**config.mk**
```make
export PLATFORM = sky130hd
export DESIGN_NAME = segment_twinkle_engine
export DESIGN_NICKNAME = d
export VERILOG_FILES = /design/src/design/ste_pkg.sv /design/src/design/ste_mod_unit.sv /design/src/design/ste_order_mem.sv /design/src/design/ste_attr_mem.sv /design/src/design/segment_twinkle_engine.sv
export SDC_FILE = /design/constraint.sdc
export NUM_CORES = 2
export LEC_CHECK = 0
export BUFFER_PORTS_ARGS = -buffer_cell sky130_fd_sc_hd__buf_2
export CAP_MARGIN = 20
export CORE_UTILIZATION = 30
export CTS_CLUSTER_SIZE = 14
export DETAILED_ROUTE_END_ITERATION = 10
export MAX_ROUTING_LAYER = met4
export PLACE_DENSITY = 0.52
export RECOVER_POWER = 50
export SLEW_MARGIN = 20
export SYNTH_ARGS = -nofsm -noshare
export SYNTH_HDL_FRONTEND = slang
export SYNTH_HIERARCHICAL = 1
export SYNTH_SLANG_ARGS = --single-unit
```
**constraint.sdc**
```tcl
create_clock -name i_clk -period 22.4 [get_ports i_clk]
set_input_delay 2.24 -clock i_clk [delete_from_list [all_inputs] [get_ports i_clk]]
set_output_delay 2.24 -clock i_clk [all_outputs]
set_load 0.005 [all_outputs]
```
**src/design/ste_pkg.sv**
```systemverilog
`timescale 1ns / 1ps
// ----------------------------------------------------------------------------
// ste_pkg
// Shared constants, types and functions of the segment twinkle engine.
// ----------------------------------------------------------------------------
package ste_pkg;

    localparam int MAX_SEGMENTS = 96;
    localparam int SEG_W        = $clog2(MAX_SEGMENTS);
    localparam int CNT_W        = $clog2(MAX_SEGMENTS + 1);
    localparam int CFG_W        = 7;
    localparam int NUM_WORDS    = (MAX_SEGMENTS + 31) / 32;
    localparam int LIT_W        = NUM_WORDS * 32;
    localparam int WIDX_W       = 2;

    // remainder unit: bits retired per cycle and steps per item
    localparam int DIV_BITS     = 4;
    localparam int DIV_STEPS    = 32 / DIV_BITS;
    localparam int DIV_STEP_W   = $clog2(DIV_STEPS);

    localparam logic [CFG_W-1:0] SEG_COUNT_RESET = 7'd64;
    localparam logic [4:0]       PREV_HOUR_RESET = 5'd31;

    localparam logic [31:0] RESTART_XOR  = 32'hA5A5A5A5;
    localparam logic [31:0] RESTART_MUL  = 32'd1664525;
    localparam logic [31:0] RESTART_ADD  = 32'd1013904223;
    localparam logic [31:0] HOUR_XOR     = 32'hC3C3C3C3;
    localparam logic [31:0] HOUR_MUL     = 32'd1103515245;
    localparam logic [31:0] HOUR_ADD     = 32'd12345;

    typedef struct packed {
        logic [1:0] rate;
        logic [1:0] phase;
        logic       inv;
    } t_attr;

    typedef struct packed {
        logic             we;
        logic [SEG_W-1:0] addr;
        logic [SEG_W-1:0] data;
    } t_ord_wr;

    typedef struct packed {
        logic             we;
        logic [SEG_W-1:0] addr;
        t_attr            data;
    } t_attr_wr;

    function automatic logic [31:0] xorshift32(input logic [31:0] s);
        logic [31:0] x;
        x = s ^ (s << 13);
        x = x ^ (x >> 17);
        x = x ^ (x << 5);
        return x;
    endfunction

    function automatic logic blink_on(input t_attr a, input logic [1:0] sub);
        logic [1:0] t;
        logic       on;
        t = sub + a.phase;
        unique case (a.rate)
            2'd0:    on = (t == 2'd0);
            2'd2:    on = (t != 2'd3);
            default: on = !t[0];
        endcase
        return on ^ a.inv;
    endfunction

endpackage

```
**src/design/ste_mod_unit.sv**
```systemverilog
`timescale 1ns / 1ps
// ----------------------------------------------------------------------------
// ste_mod_unit
// Iterative remainder of a 32-bit word by a small divisor, DIV_BITS per cycle.
// ----------------------------------------------------------------------------
module ste_mod_unit import ste_pkg::*; (
    input  logic             i_clk,
    input  logic             i_rst_n,
    input  logic             i_start,
    input  logic [31:0]      i_dividend,
    input  logic [CNT_W-1:0] i_divisor,
    output logic             o_done,
    output logic [CNT_W-1:0] o_rem
);

    logic                  r_busy;
    logic                  r_done;
    logic [DIV_STEP_W-1:0] r_step;
    logic [31:0]           r_num;
    logic [CNT_W-1:0]      r_rem;
    logic [CNT_W-1:0]      r_div;

    logic [31:0]      n_num;
    logic [CNT_W-1:0] n_rem;
    logic [CNT_W:0]   t;

    always_comb begin
        n_num = r_num;
        n_rem = r_rem;
        t     = '0;
        for (int k = 0; k < DIV_BITS; k++) begin
            t     = {n_rem, n_num[31]};
            n_num = {n_num[30:0], 1'b0};
            if (t >= {1'b0, r_div}) begin
                t = t - {1'b0, r_div};
            end
            n_rem = t[CNT_W-1:0];
        end
    end

    always_ff @(posedge i_clk) begin
        if (!i_rst_n) begin
            r_busy <= 1'b0;
            r_done <= 1'b0;
            r_step <= '0;
        end else begin
            r_done <= 1'b0;
            if (i_start) begin
                r_busy <= 1'b1;
                r_step <= '0;
                r_num  <= i_dividend;
                r_rem  <= '0;
                r_div  <= i_divisor;
            end else if (r_busy) begin
                r_num  <= n_num;
                r_rem  <= n_rem;
                r_step <= r_step + 1'b1;
                if (r_step == DIV_STEP_W'(DIV_STEPS - 1)) begin
                    r_busy <= 1'b0;
                    r_done <= 1'b1;
                end
            end
        end
    end

    assign o_done = r_done;
    assign o_rem  = r_rem;

endmodule

```
**src/design/ste_order_mem.sv**
```systemverilog
`timescale 1ns / 1ps
// ----------------------------------------------------------------------------
// ste_order_mem
// Shuffled segment order: one write port, two registered read ports.
// Entries not written since the last clear read as their own address.
// ----------------------------------------------------------------------------
module ste_order_mem import ste_pkg::*; (
    input  logic             i_clk,
    input  logic             i_rst_n,
    input  logic             i_clr,
    input  t_ord_wr          i_wr,
    input  logic [SEG_W-1:0] i_raddr_a,
    input  logic [SEG_W-1:0] i_raddr_b,
    output logic [SEG_W-1:0] o_rdata_a,
    output logic [SEG_W-1:0] o_rdata_b
);

    logic [SEG_W-1:0]        mem [MAX_SEGMENTS];
    logic [MAX_SEGMENTS-1:0] r_vld;
    logic [SEG_W-1:0]        r_q_a, r_q_b;
    logic [SEG_W-1:0]        r_addr_a, r_addr_b;
    logic                    r_hit_a, r_hit_b;

    always_ff @(posedge i_clk) begin
        if (i_wr.we) begin
            mem[i_wr.addr] <= i_wr.data;
        end
        r_q_a    <= mem[i_raddr_a];
        r_q_b    <= mem[i_raddr_b];
        r_addr_a <= i_raddr_a;
        r_addr_b <= i_raddr_b;
        r_hit_a  <= r_vld[i_raddr_a];
        r_hit_b  <= r_vld[i_raddr_b];
    end

    always_ff @(posedge i_clk) begin
        if (!i_rst_n) begin
            r_vld <= '0;
        end else if (i_clr) begin
            r_vld <= '0;
        end else if (i_wr.we) begin
            r_vld[i_wr.addr] <= 1'b1;
        end
    end

    assign o_rdata_a = r_hit_a ? r_q_a : r_addr_a;
    assign o_rdata_b = r_hit_b ? r_q_b : r_addr_b;

endmodule

```
**src/design/ste_attr_mem.sv**
```systemverilog
`timescale 1ns / 1ps
// ----------------------------------------------------------------------------
// ste_attr_mem
// Per-segment blink rate, phase and invert flag; unwritten entries read zero.
// ----------------------------------------------------------------------------
module ste_attr_mem import ste_pkg::*; (
    input  logic             i_clk,
    input  logic             i_rst_n,
    input  t_attr_wr         i_wr,
    input  logic [SEG_W-1:0] i_raddr,
    output t_attr            o_rdata
);

    t_attr                   mem [MAX_SEGMENTS];
    logic [MAX_SEGMENTS-1:0] r_vld;
    t_attr                   r_q;
    logic                    r_hit;

    always_ff @(posedge i_clk) begin
        if (i_wr.we) begin
            mem[i_wr.addr] <= i_wr.data;
        end
        r_q   <= mem[i_raddr];
        r_hit <= r_vld[i_raddr];
    end

    always_ff @(posedge i_clk) begin
        if (!i_rst_n) begin
            r_vld <= '0;
        end else if (i_wr.we) begin
            r_vld[i_wr.addr] <= 1'b1;
        end
    end

    assign o_rdata = r_hit ? r_q : '0;

endmodule

```
**src/design/segment_twinkle_engine.sv**
```systemverilog
`timescale 1ns / 1ps
// ----------------------------------------------------------------------------
// segment_twinkle_engine
// Twinkles display segments on each tick item; emits the lit bitmap as words.
// ----------------------------------------------------------------------------
// Plain tick: renders min(N, active) positions, then NUM_WORDS result words.
// Reshuffle tick adds N-1 swaps and an attribute pass: each swap waits on the
// remainder unit (8 steps plus done) plus the read/write turn of the order memory.
// One item at a time; the next item is taken after the last word leaves.
// Synchronous active-low reset; no clearing pass, memories use valid bits.
// ----------------------------------------------------------------------------
module segment_twinkle_engine import ste_pkg::*; (
    input  logic              i_clk,
    input  logic              i_rst_n,
    input  logic              i_cfg_we,
    input  logic [CFG_W-1:0]  i_cfg_wdata,
    input  logic              i_in_valid,
    output logic              o_in_ready,
    input  logic              i_restart,
    input  logic [31:0]       i_rtc_word,
    input  logic [4:0]        i_hour,
    input  logic [5:0]        i_minute,
    input  logic [5:0]        i_second,
    input  logic [1:0]        i_subsecond,
    output logic              o_out_valid,
    input  logic              i_out_ready,
    output logic [WIDX_W-1:0] o_word_index,
    output logic [31:0]       o_on_mask,
    output logic              o_last
);

    typedef enum logic [3:0] {
        S_IDLE, S_SEED, S_SHUF, S_DIV, S_RD, S_WR1, S_WR2,
        S_ATTR, S_REND0, S_REND, S_OUT
    } t_state;

    t_state            r_state;
    logic [CFG_W-1:0]  r_cfg;
    logic [31:0]       r_rng;
    logic [4:0]        r_prev_hour;
    logic              r_restart;
    logic [31:0]       r_rtc;
    logic [4:0]        r_hour;
    logic [5:0]        r_minute;
    logic [5:0]        r_second;
    logic [1:0]        r_sub;
    logic [CNT_W-1:0]  r_n;
    logic [CNT_W-1:0]  r_base;
    logic [2:0]        r_rem6;
    logic [CNT_W-1:0]  r_i;
    logic [CNT_W-1:0]  r_j;
    logic [SEG_W-1:0]  r_di;
    logic [CNT_W-1:0]  r_a;
    logic [1:0]        r_k;
    logic [1:0]        r_rate;
    logic [1:0]        r_phase;
    logic [CNT_W-1:0]  r_p;
    logic [CNT_W-1:0]  r_lim;
    logic              r_s1, r_s2;
    logic [SEG_W-1:0]  r_seg2;
    logic [LIT_W-1:0]  r_lit;
    logic [WIDX_W-1:0] r_w;

    logic [CNT_W-1:0]  n_used;
    logic [CNT_W+5:0]  base_prod;
    logic [CNT_W-1:0]  base_q;
    logic [CNT_W-1:0]  rem_q;
    logic [31:0]       seed;
    logic              reseed;
    logic [31:0]       rng_x;
    logic [2:0]        chunk1;
    logic [CNT_W+3:0]  target;
    logic [CNT_W-1:0]  lim;
    logic [CNT_W-1:0]  im1;
    logic              div_start, div_done;
    logic [CNT_W-1:0]  div_rem;
    logic              ord_clr;
    t_ord_wr           ord_wr;
    logic [SEG_W-1:0]  ord_ra, ord_rb, ord_qa, ord_qb;
    t_attr_wr          attr_wr;
    t_attr             attr_q;

    always_comb begin
        if (int'(r_cfg) > MAX_SEGMENTS) begin
            n_used = CNT_W'(MAX_SEGMENTS);
        end else begin
            n_used = CNT_W'(r_cfg);
        end
        // n / 6 by reciprocal, exact for n up to 128
        base_prod = (CNT_W+6)'(n_used) * (CNT_W+6)'(43);
        base_q    = base_prod[CNT_W+5:8] > 0 ? CNT_W'(base_prod >> 8) : '0;
        rem_q     = n_used - CNT_W'(base_q * CNT_W'(6));

        reseed = r_restart || (r_hour != r_prev_hour);
        if (r_restart) begin
            seed = (r_rtc ^ RESTART_XOR) + (32'(r_second) * RESTART_MUL + RESTART_ADD);
        end else begin
            seed = (r_rtc ^ HOUR_XOR) + (32'(r_second) * HOUR_MUL + HOUR_ADD);
        end
        rng_x = xorshift32(r_rng);

        // chunk index plus one, saturating at six
        priority if (r_minute >= 6'd50) chunk1 = 3'd6;
        else if (r_minute >= 6'd40)     chunk1 = 3'd5;
        else if (r_minute >= 6'd30)     chunk1 = 3'd4;
        else if (r_minute >= 6'd20)     chunk1 = 3'd3;
        else if (r_minute >= 6'd10)     chunk1 = 3'd2;
        else                            chunk1 = 3'd1;
        target = (CNT_W+4)'(chunk1) * (CNT_W+4)'(r_base)
               + (CNT_W+4)'((chunk1 < r_rem6) ? chunk1 : r_rem6);
        if (target > (CNT_W+4)'(n_used)) begin
            lim = n_used;
        end else begin
            lim = CNT_W'(target);
        end

        im1       = r_i - 1'b1;
        div_start = (r_state == S_SHUF) && (r_i > CNT_W'(1));
        ord_clr   = (r_state == S_SEED) && reseed;
        ord_ra    = (r_state == S_RD) ? im1[SEG_W-1:0] : r_p[SEG_W-1:0];
        ord_rb    = r_j[SEG_W-1:0];

        ord_wr.we   = (r_state == S_WR1) || (r_state == S_WR2);
        ord_wr.addr = (r_state == S_WR1) ? im1[SEG_W-1:0] : r_j[SEG_W-1:0];
        ord_wr.data = (r_state == S_WR1) ? ord_qb : r_di;

        attr_wr.we         = (r_state == S_ATTR) && (r_a < r_n) && (r_k == 2'd2);
        attr_wr.addr       = r_a[SEG_W-1:0];
        attr_wr.data.rate  = r_rate;
        attr_wr.data.phase = r_phase;
        attr_wr.data.inv   = rng_x[0];
    end

    ste_mod_unit u_mod (
        .i_clk      (i_clk),
        .i_rst_n    (i_rst_n),
        .i_start    (div_start),
        .i_dividend (rng_x),
        .i_divisor  (r_i),
        .o_done     (div_done),
        .o_rem      (div_rem)
    );

    ste_order_mem u_order (
        .i_clk     (i_clk),
        .i_rst_n   (i_rst_n),
        .i_clr     (ord_clr),
        .i_wr      (ord_wr),
        .i_raddr_a (ord_ra),
        .i_raddr_b (ord_rb),
        .o_rdata_a (ord_qa),
        .o_rdata_b (ord_qb)
    );

    ste_attr_mem u_attr (
        .i_clk   (i_clk),
        .i_rst_n (i_rst_n),
        .i_wr    (attr_wr),
        .i_raddr (ord_qa),
        .o_rdata (attr_q)
    );

    always_ff @(posedge i_clk) begin
        if (!i_rst_n) begin
            r_state     <= S_IDLE;
            r_cfg       <= SEG_COUNT_RESET;
            r_rng       <= '0;
            r_prev_hour <= PREV_HOUR_RESET;
            r_base      <= '0;
            r_rem6      <= '0;
            r_s1        <= 1'b0;
            r_s2        <= 1'b0;
            r_w         <= '0;
        end else begin
            if (i_cfg_we) begin
                r_cfg <= i_cfg_wdata;
            end
            // render pipeline: order read, then attribute read, then lit bit
            r_s1   <= (r_state == S_REND) && (r_p < r_lim);
            r_s2   <= r_s1;
            r_seg2 <= ord_qa;
            unique case (r_state)
                S_IDLE: begin
                    if (i_in_valid) begin
                        r_restart <= i_restart;
                        r_rtc     <= i_rtc_word;
                        r_hour    <= i_hour;
                        r_minute  <= i_minute;
                        r_second  <= i_second;
                        r_sub     <= i_subsecond;
                        r_state   <= S_SEED;
                    end
                end
                S_SEED: begin
                    if (reseed) begin
                        r_rng       <= seed;
                        r_prev_hour <= r_hour;
                        r_n         <= n_used;
                        r_i         <= n_used;
                        r_a         <= '0;
                        r_k         <= '0;
                        r_base      <= base_q;
                        r_rem6      <= rem_q[2:0];
                        r_state     <= S_SHUF;
                    end else begin
                        r_state <= S_REND0;
                    end
                end
                S_SHUF: begin
                    if (r_i > CNT_W'(1)) begin
                        r_rng   <= rng_x;
                        r_state <= S_DIV;
                    end else begin
                        r_state <= S_ATTR;
                    end
                end
                S_DIV: begin
                    if (div_done) begin
                        r_j     <= div_rem;
                        r_state <= S_RD;
                    end
                end
                S_RD: begin
                    r_state <= S_WR1;
                end
                S_WR1: begin
                    r_di    <= ord_qa;
                    r_state <= S_WR2;
                end
                S_WR2: begin
                    r_i     <= im1;
                    r_state <= S_SHUF;
                end
                S_ATTR: begin
                    if (r_a >= r_n) begin
                        r_state <= S_REND0;
                    end else begin
                        r_rng <= rng_x;
                        unique case (r_k)
                            2'd0: begin
                                r_rate <= rng_x[1:0];
                                r_k    <= 2'd1;
                            end
                            2'd1: begin
                                r_phase <= rng_x[1:0];
                                r_k     <= 2'd2;
                            end
                            default: begin
                                r_k <= 2'd0;
                                r_a <= r_a + 1'b1;
                            end
                        endcase
                    end
                end
                S_REND0: begin
                    r_lit   <= '0;
                    r_p     <= '0;
                    r_lim   <= lim;
                    r_state <= S_REND;
                end
                S_REND: begin
                    if (r_p < r_lim) begin
                        r_p <= r_p + 1'b1;
                    end
                    if (r_s2 && blink_on(attr_q, r_sub)) begin
                        r_lit[r_seg2] <= 1'b1;
                    end
                    if (!(r_p < r_lim) && !r_s1 && !r_s2) begin
                        r_w     <= '0;
                        r_state <= S_OUT;
                    end
                end
                S_OUT: begin
                    if (i_out_ready) begin
                        if (r_w == WIDX_W'(NUM_WORDS - 1)) begin
                            r_state <= S_IDLE;
                        end else begin
                            r_w <= r_w + 1'b1;
                        end
                    end
                end
                default: r_state <= S_IDLE;
            endcase
        end
    end

    assign o_in_ready   = (r_state == S_IDLE);
    assign o_out_valid  = (r_state == S_OUT);
    assign o_word_index = r_w;
    assign o_on_mask    = r_lit[{r_w, 5'b0} +: 32];
    assign o_last       = (r_w == WIDX_W'(NUM_WORDS - 1));

endmodule

```
==> impl_metrics.env <==
export IMPL_outcome="finished, violations left"
export IMPL_violations="capacitance limit, slew limit"
export IMPL_synth_largest_area_cell="edfxtp_1"
export IMPL_cp_common_cell="clkbuf_1"
export IMPL_die_y_um=531
export IMPL_clk_latency_ns=0.86
export IMPL_grt_start_max_net_pins=101
export IMPL_postCtsHoldBufs=0
export IMPL_rrSetupSlack_ns=11.60
export IMPL_vias_per_cell=5.26
export IMPL_path_buf_inv=2
export IMPL_post_drt_wl_per_cell_um=25.2
export IMPL_fmaxAchievable_mhz=92.6
export IMPL_worstHoldStart="u_attr/r_vld[13]"
export IMPL_drt_iter0_markers=4224
export IMPL_ys_seq_area_share_pct=57.3
export IMPL_dieArea_mm2=0.282
export IMPL_worstMarginPinSlew_ns=7.99
export IMPL_initial_core_util_pct=30.3
export IMPL_cts_resized=0
export IMPL_setup_viol=0
export IMPL_grt_use_total_pct=17.5
export IMPL_first_pass_iters=5
export IMPL_cts_tree="yes"
export IMPL_p_total_mw=10.7
export IMPL_fin_nets=6184
export IMPL_synth_top_cells_by_count="1407 x edfxtp_1, 550 x mux4_2, 439 x nor2_1, 295 x nand2_1, 293 x dfxtp_1"
export IMPL_max_cap_viol_count=36
export IMPL_path_cells="clkbuf_1 -> clkbuf_1 -> nand2_1 -> o22ai_1 -> nor3_1 -> a31oi_1 -> o211ai_1"
export IMPL_drc=0
export IMPL_ys_top_cells_by_area="edfxtp_1 50%, mux4_2 15%, dfxtp_1 7.0%"
export IMPL_endpoint_kind="flop"
export IMPL_final_cell_area_mm2=0.0945
export IMPL_synth_cell_types=105
export IMPL_power_density_mw_per_mm2=113
export IMPL_crit_required_ns=23.03
export IMPL_cp_max_fo=83
export IMPL_rr_startpoint="ord_rb[0]"
export IMPL_ff2ff_path_depth=7
export IMPL_timing_rr_end="u_order/r_q_b[5]"
export IMPL_wl_um=243000
export IMPL_hold_viol=0
export IMPL_area_growth_pct=12.5
export IMPL_ys_warn_count=6
export IMPL_num_rows=193
export IMPL_drtAntennaViolNets=0
export IMPL_core_region_area_mm2=0.277
export IMPL_synth_flop_cell="edfxtp_1"
export IMPL_io_buffers=99
export IMPL_gp_congestion=0.872
export IMPL_synth_edf_count=1407
export IMPL_gr_total_overflow=0
export IMPL_irDropWorstVdd_v=0.000155
export IMPL_cp_data_arrival_time_ns=11.43
export IMPL_fin_skew_ns=0.0685
export IMPL_place_ws_ns=12.97
export IMPL_clock_sinks=1700
export IMPL_htreeDepth=4
export IMPL_synth_seq_cells=1700
export IMPL_hold_end="u_attr/r_vld[13]"
export IMPL_crit_family="buffers and inverters"
export IMPL_worst_slack_ns=11.60
export IMPL_max_stage_delay_ns=5.18
export IMPL_fin_crit_sh_pct=48.2
export IMPL_cts_root_buffer_cell="clkbuf_16"
export IMPL_fin_crit_ns=10.80
export IMPL_rsz0062_at_grt="no"
export IMPL_finalMaxSlewViolations=2198
export IMPL_vias=50583
export IMPL_cp_start_kind="flop"
export IMPL_syn_area_mm2=0.0840
export IMPL_path_clk_slew_ns=0.06
export IMPL_slowest_stage="clkbuf_1"
export IMPL_layout_drive_gt1_share_pct=19.0
export IMPL_cts_buffers_inserted=190
export IMPL_synth_top_area_share_pct=50.3
export IMPL_cts_max_path_buffers=4
export IMPL_avgSynthCellArea_um2=14.9
export IMPL_slew_headroom_pct=-433
export IMPL_crit_type="reg -> reg"
export IMPL_hold_class="reg -> reg"
export IMPL_grt_first_pass_wirelength_um=355000
export IMPL_grt_pass1_vias=51259
export IMPL_synthCells=5656
export IMPL_cts_setup_buffers=0
export IMPL_hold_depth=1
export IMPL_syn_num_nets=6092
export IMPL_place_area_mm2=0.0888
export IMPL_hpwl_um=159000
export IMPL_fin_tns_setup_ns=0
export IMPL_p_leak_nw=31.9
export IMPL_yosysMostFrequentCell="edfxtp_1"
export IMPL_synthArstFlopShare_pct=0
export IMPL_antenna_found_initial=10
export IMPL_io_pins=101
export IMPL_dieWidth_um=531
==> cell usage in the layout (no fill, tap or decap), types with 50 or more instances in the layout <==
cell type / Yosys / layout
a21oi_1: 238 / 234
buf_2: 75 / 90
buf_4: 43 / 57
clkbuf_1: 150 / 95
clkbuf_16: 0 / 193
dfxtp_1: 293 / 291
edfxtp_1: 1407 / 1407
fa_1: 110 / 110
ha_1: 262 / 262
inv_1: 241 / 239
mux2_2: 70 / 65
mux2i_1: 184 / 184
mux4_2: 550 / 550
nand2_1: 295 / 295
nand3_1: 94 / 91
nor2_1: 439 / 432
nor2b_1: 53 / 50
nor3_1: 54 / 51
o21a_1: 212 / 212
o21ai_0: 123 / 118
xnor2_1: 114 / 113
xor2_1: 50 / 50
==> worst reg2reg max path: stages (launching register included) <==
cell	delay, ns
edfxtp_1	0.34
clkbuf_1	2.04
clkbuf_1	5.19
nand2_1	1.34
o22ai_1	0.70
nor3_1	0.17
a31oi_1	0.49
o211ai_1	0.32
==> worst max path at each step <==
stage                   startpoint          endpoint  slack (ns)  cells after the start
floorplan           u_mod/r_div[1]    u_mod/o_rem[2]       14.14                     32
global placement    u_mod/r_div[0]    u_mod/o_rem[2]       12.84                     31
detailed placement  u_mod/r_div[1]    u_mod/o_rem[2]       12.97                     30
CTS                 u_mod/r_div[1]    u_mod/o_rem[2]       12.94                     30
global route             ord_rb[0]  u_order/r_q_b[5]       10.17                      7
finish                   ord_rb[0]  u_order/r_q_b[5]       11.60                      7
==> metal layers <==
metal	vias up	wire length [um]	GRT usage (%)
met3	367	12200	2.15
met1	26655	107000	23.4
met4	0	8400	6.25
met5	-	0	-
li1	22153	-	-
met2	1408	115000	27.4
==> cells by family (layout without fill, tap and decap cells) <==
logic type | Yosys count | after routing | share of synthesized area, %
AO/OA/AOI/OAI | 946 | 946 | 7.65
XOR/XNOR | 165 | 165 | 1.73
adder cells (fa/ha/maj) | 372 | 372 | 6.52
buffers and inverters | 539 | 784 | 2.79
flip-flops | 1700 | 1700 | 57.3
multiplexers | 810 | 810 | 18.0
other | 0 | 7 | 0
AND/OR/NAND/NOR | 1124 | 1124 | 6.08
==> metrics by stage <==
stage,hold slack (ns),cells,util [%]
floorplan,0.364,5656,-
global placement,0.436,9256,32.0
detailed placement,0.448,9258,32.0
CTS,0.461,9603,34.2
global route,0.473,9612,34.1
finish,0.459,9613,34.1
==> cell type report <==
class	count	area, um2
Fill cell	26736	183000
Sequential cell	1700	48100
Multi-Input combinational cell	3417	33700
Clock buffer	259	5230
Tap cell	3705	4640
Timing Repair Buffer	195	1120
Inverter	244	916
Clock inverter	86	796
Antenna cell	7	17.5
==> state kept, by name (all words and copies together), names as in the netlist, 7 cells and up <==
register,count
r_n,7
ord_rb,7
r_cfg,7
u_mod/r_num,32
u_mod/o_rem,7
r_a,7
u_order/r_addr_b,7
r_di,7
r_i,7
r_lim,7
u_order/r_vld,96
u_order/r_addr_a,7
r_rtc,32
u_attr/mem,480
u_attr/r_vld,96
u_order/r_q_a,7
u_order/r_q_b,7
u_order/mem,672
r_rng,32
r_p,7
u_mod/r_div,7
r_seg2,7
r_lit,96
==> report_power, final <==
group	leakage [nW]	total, mW	switching, mW	internal [mW]
Sequential	15.3	3.69	0.0719	3.62
Clock	2.93	3.06	1.28	1.78
Combinational	13.7	3.91	2.34	1.57
No activity file was read; power rests on OpenSTA's default activity.
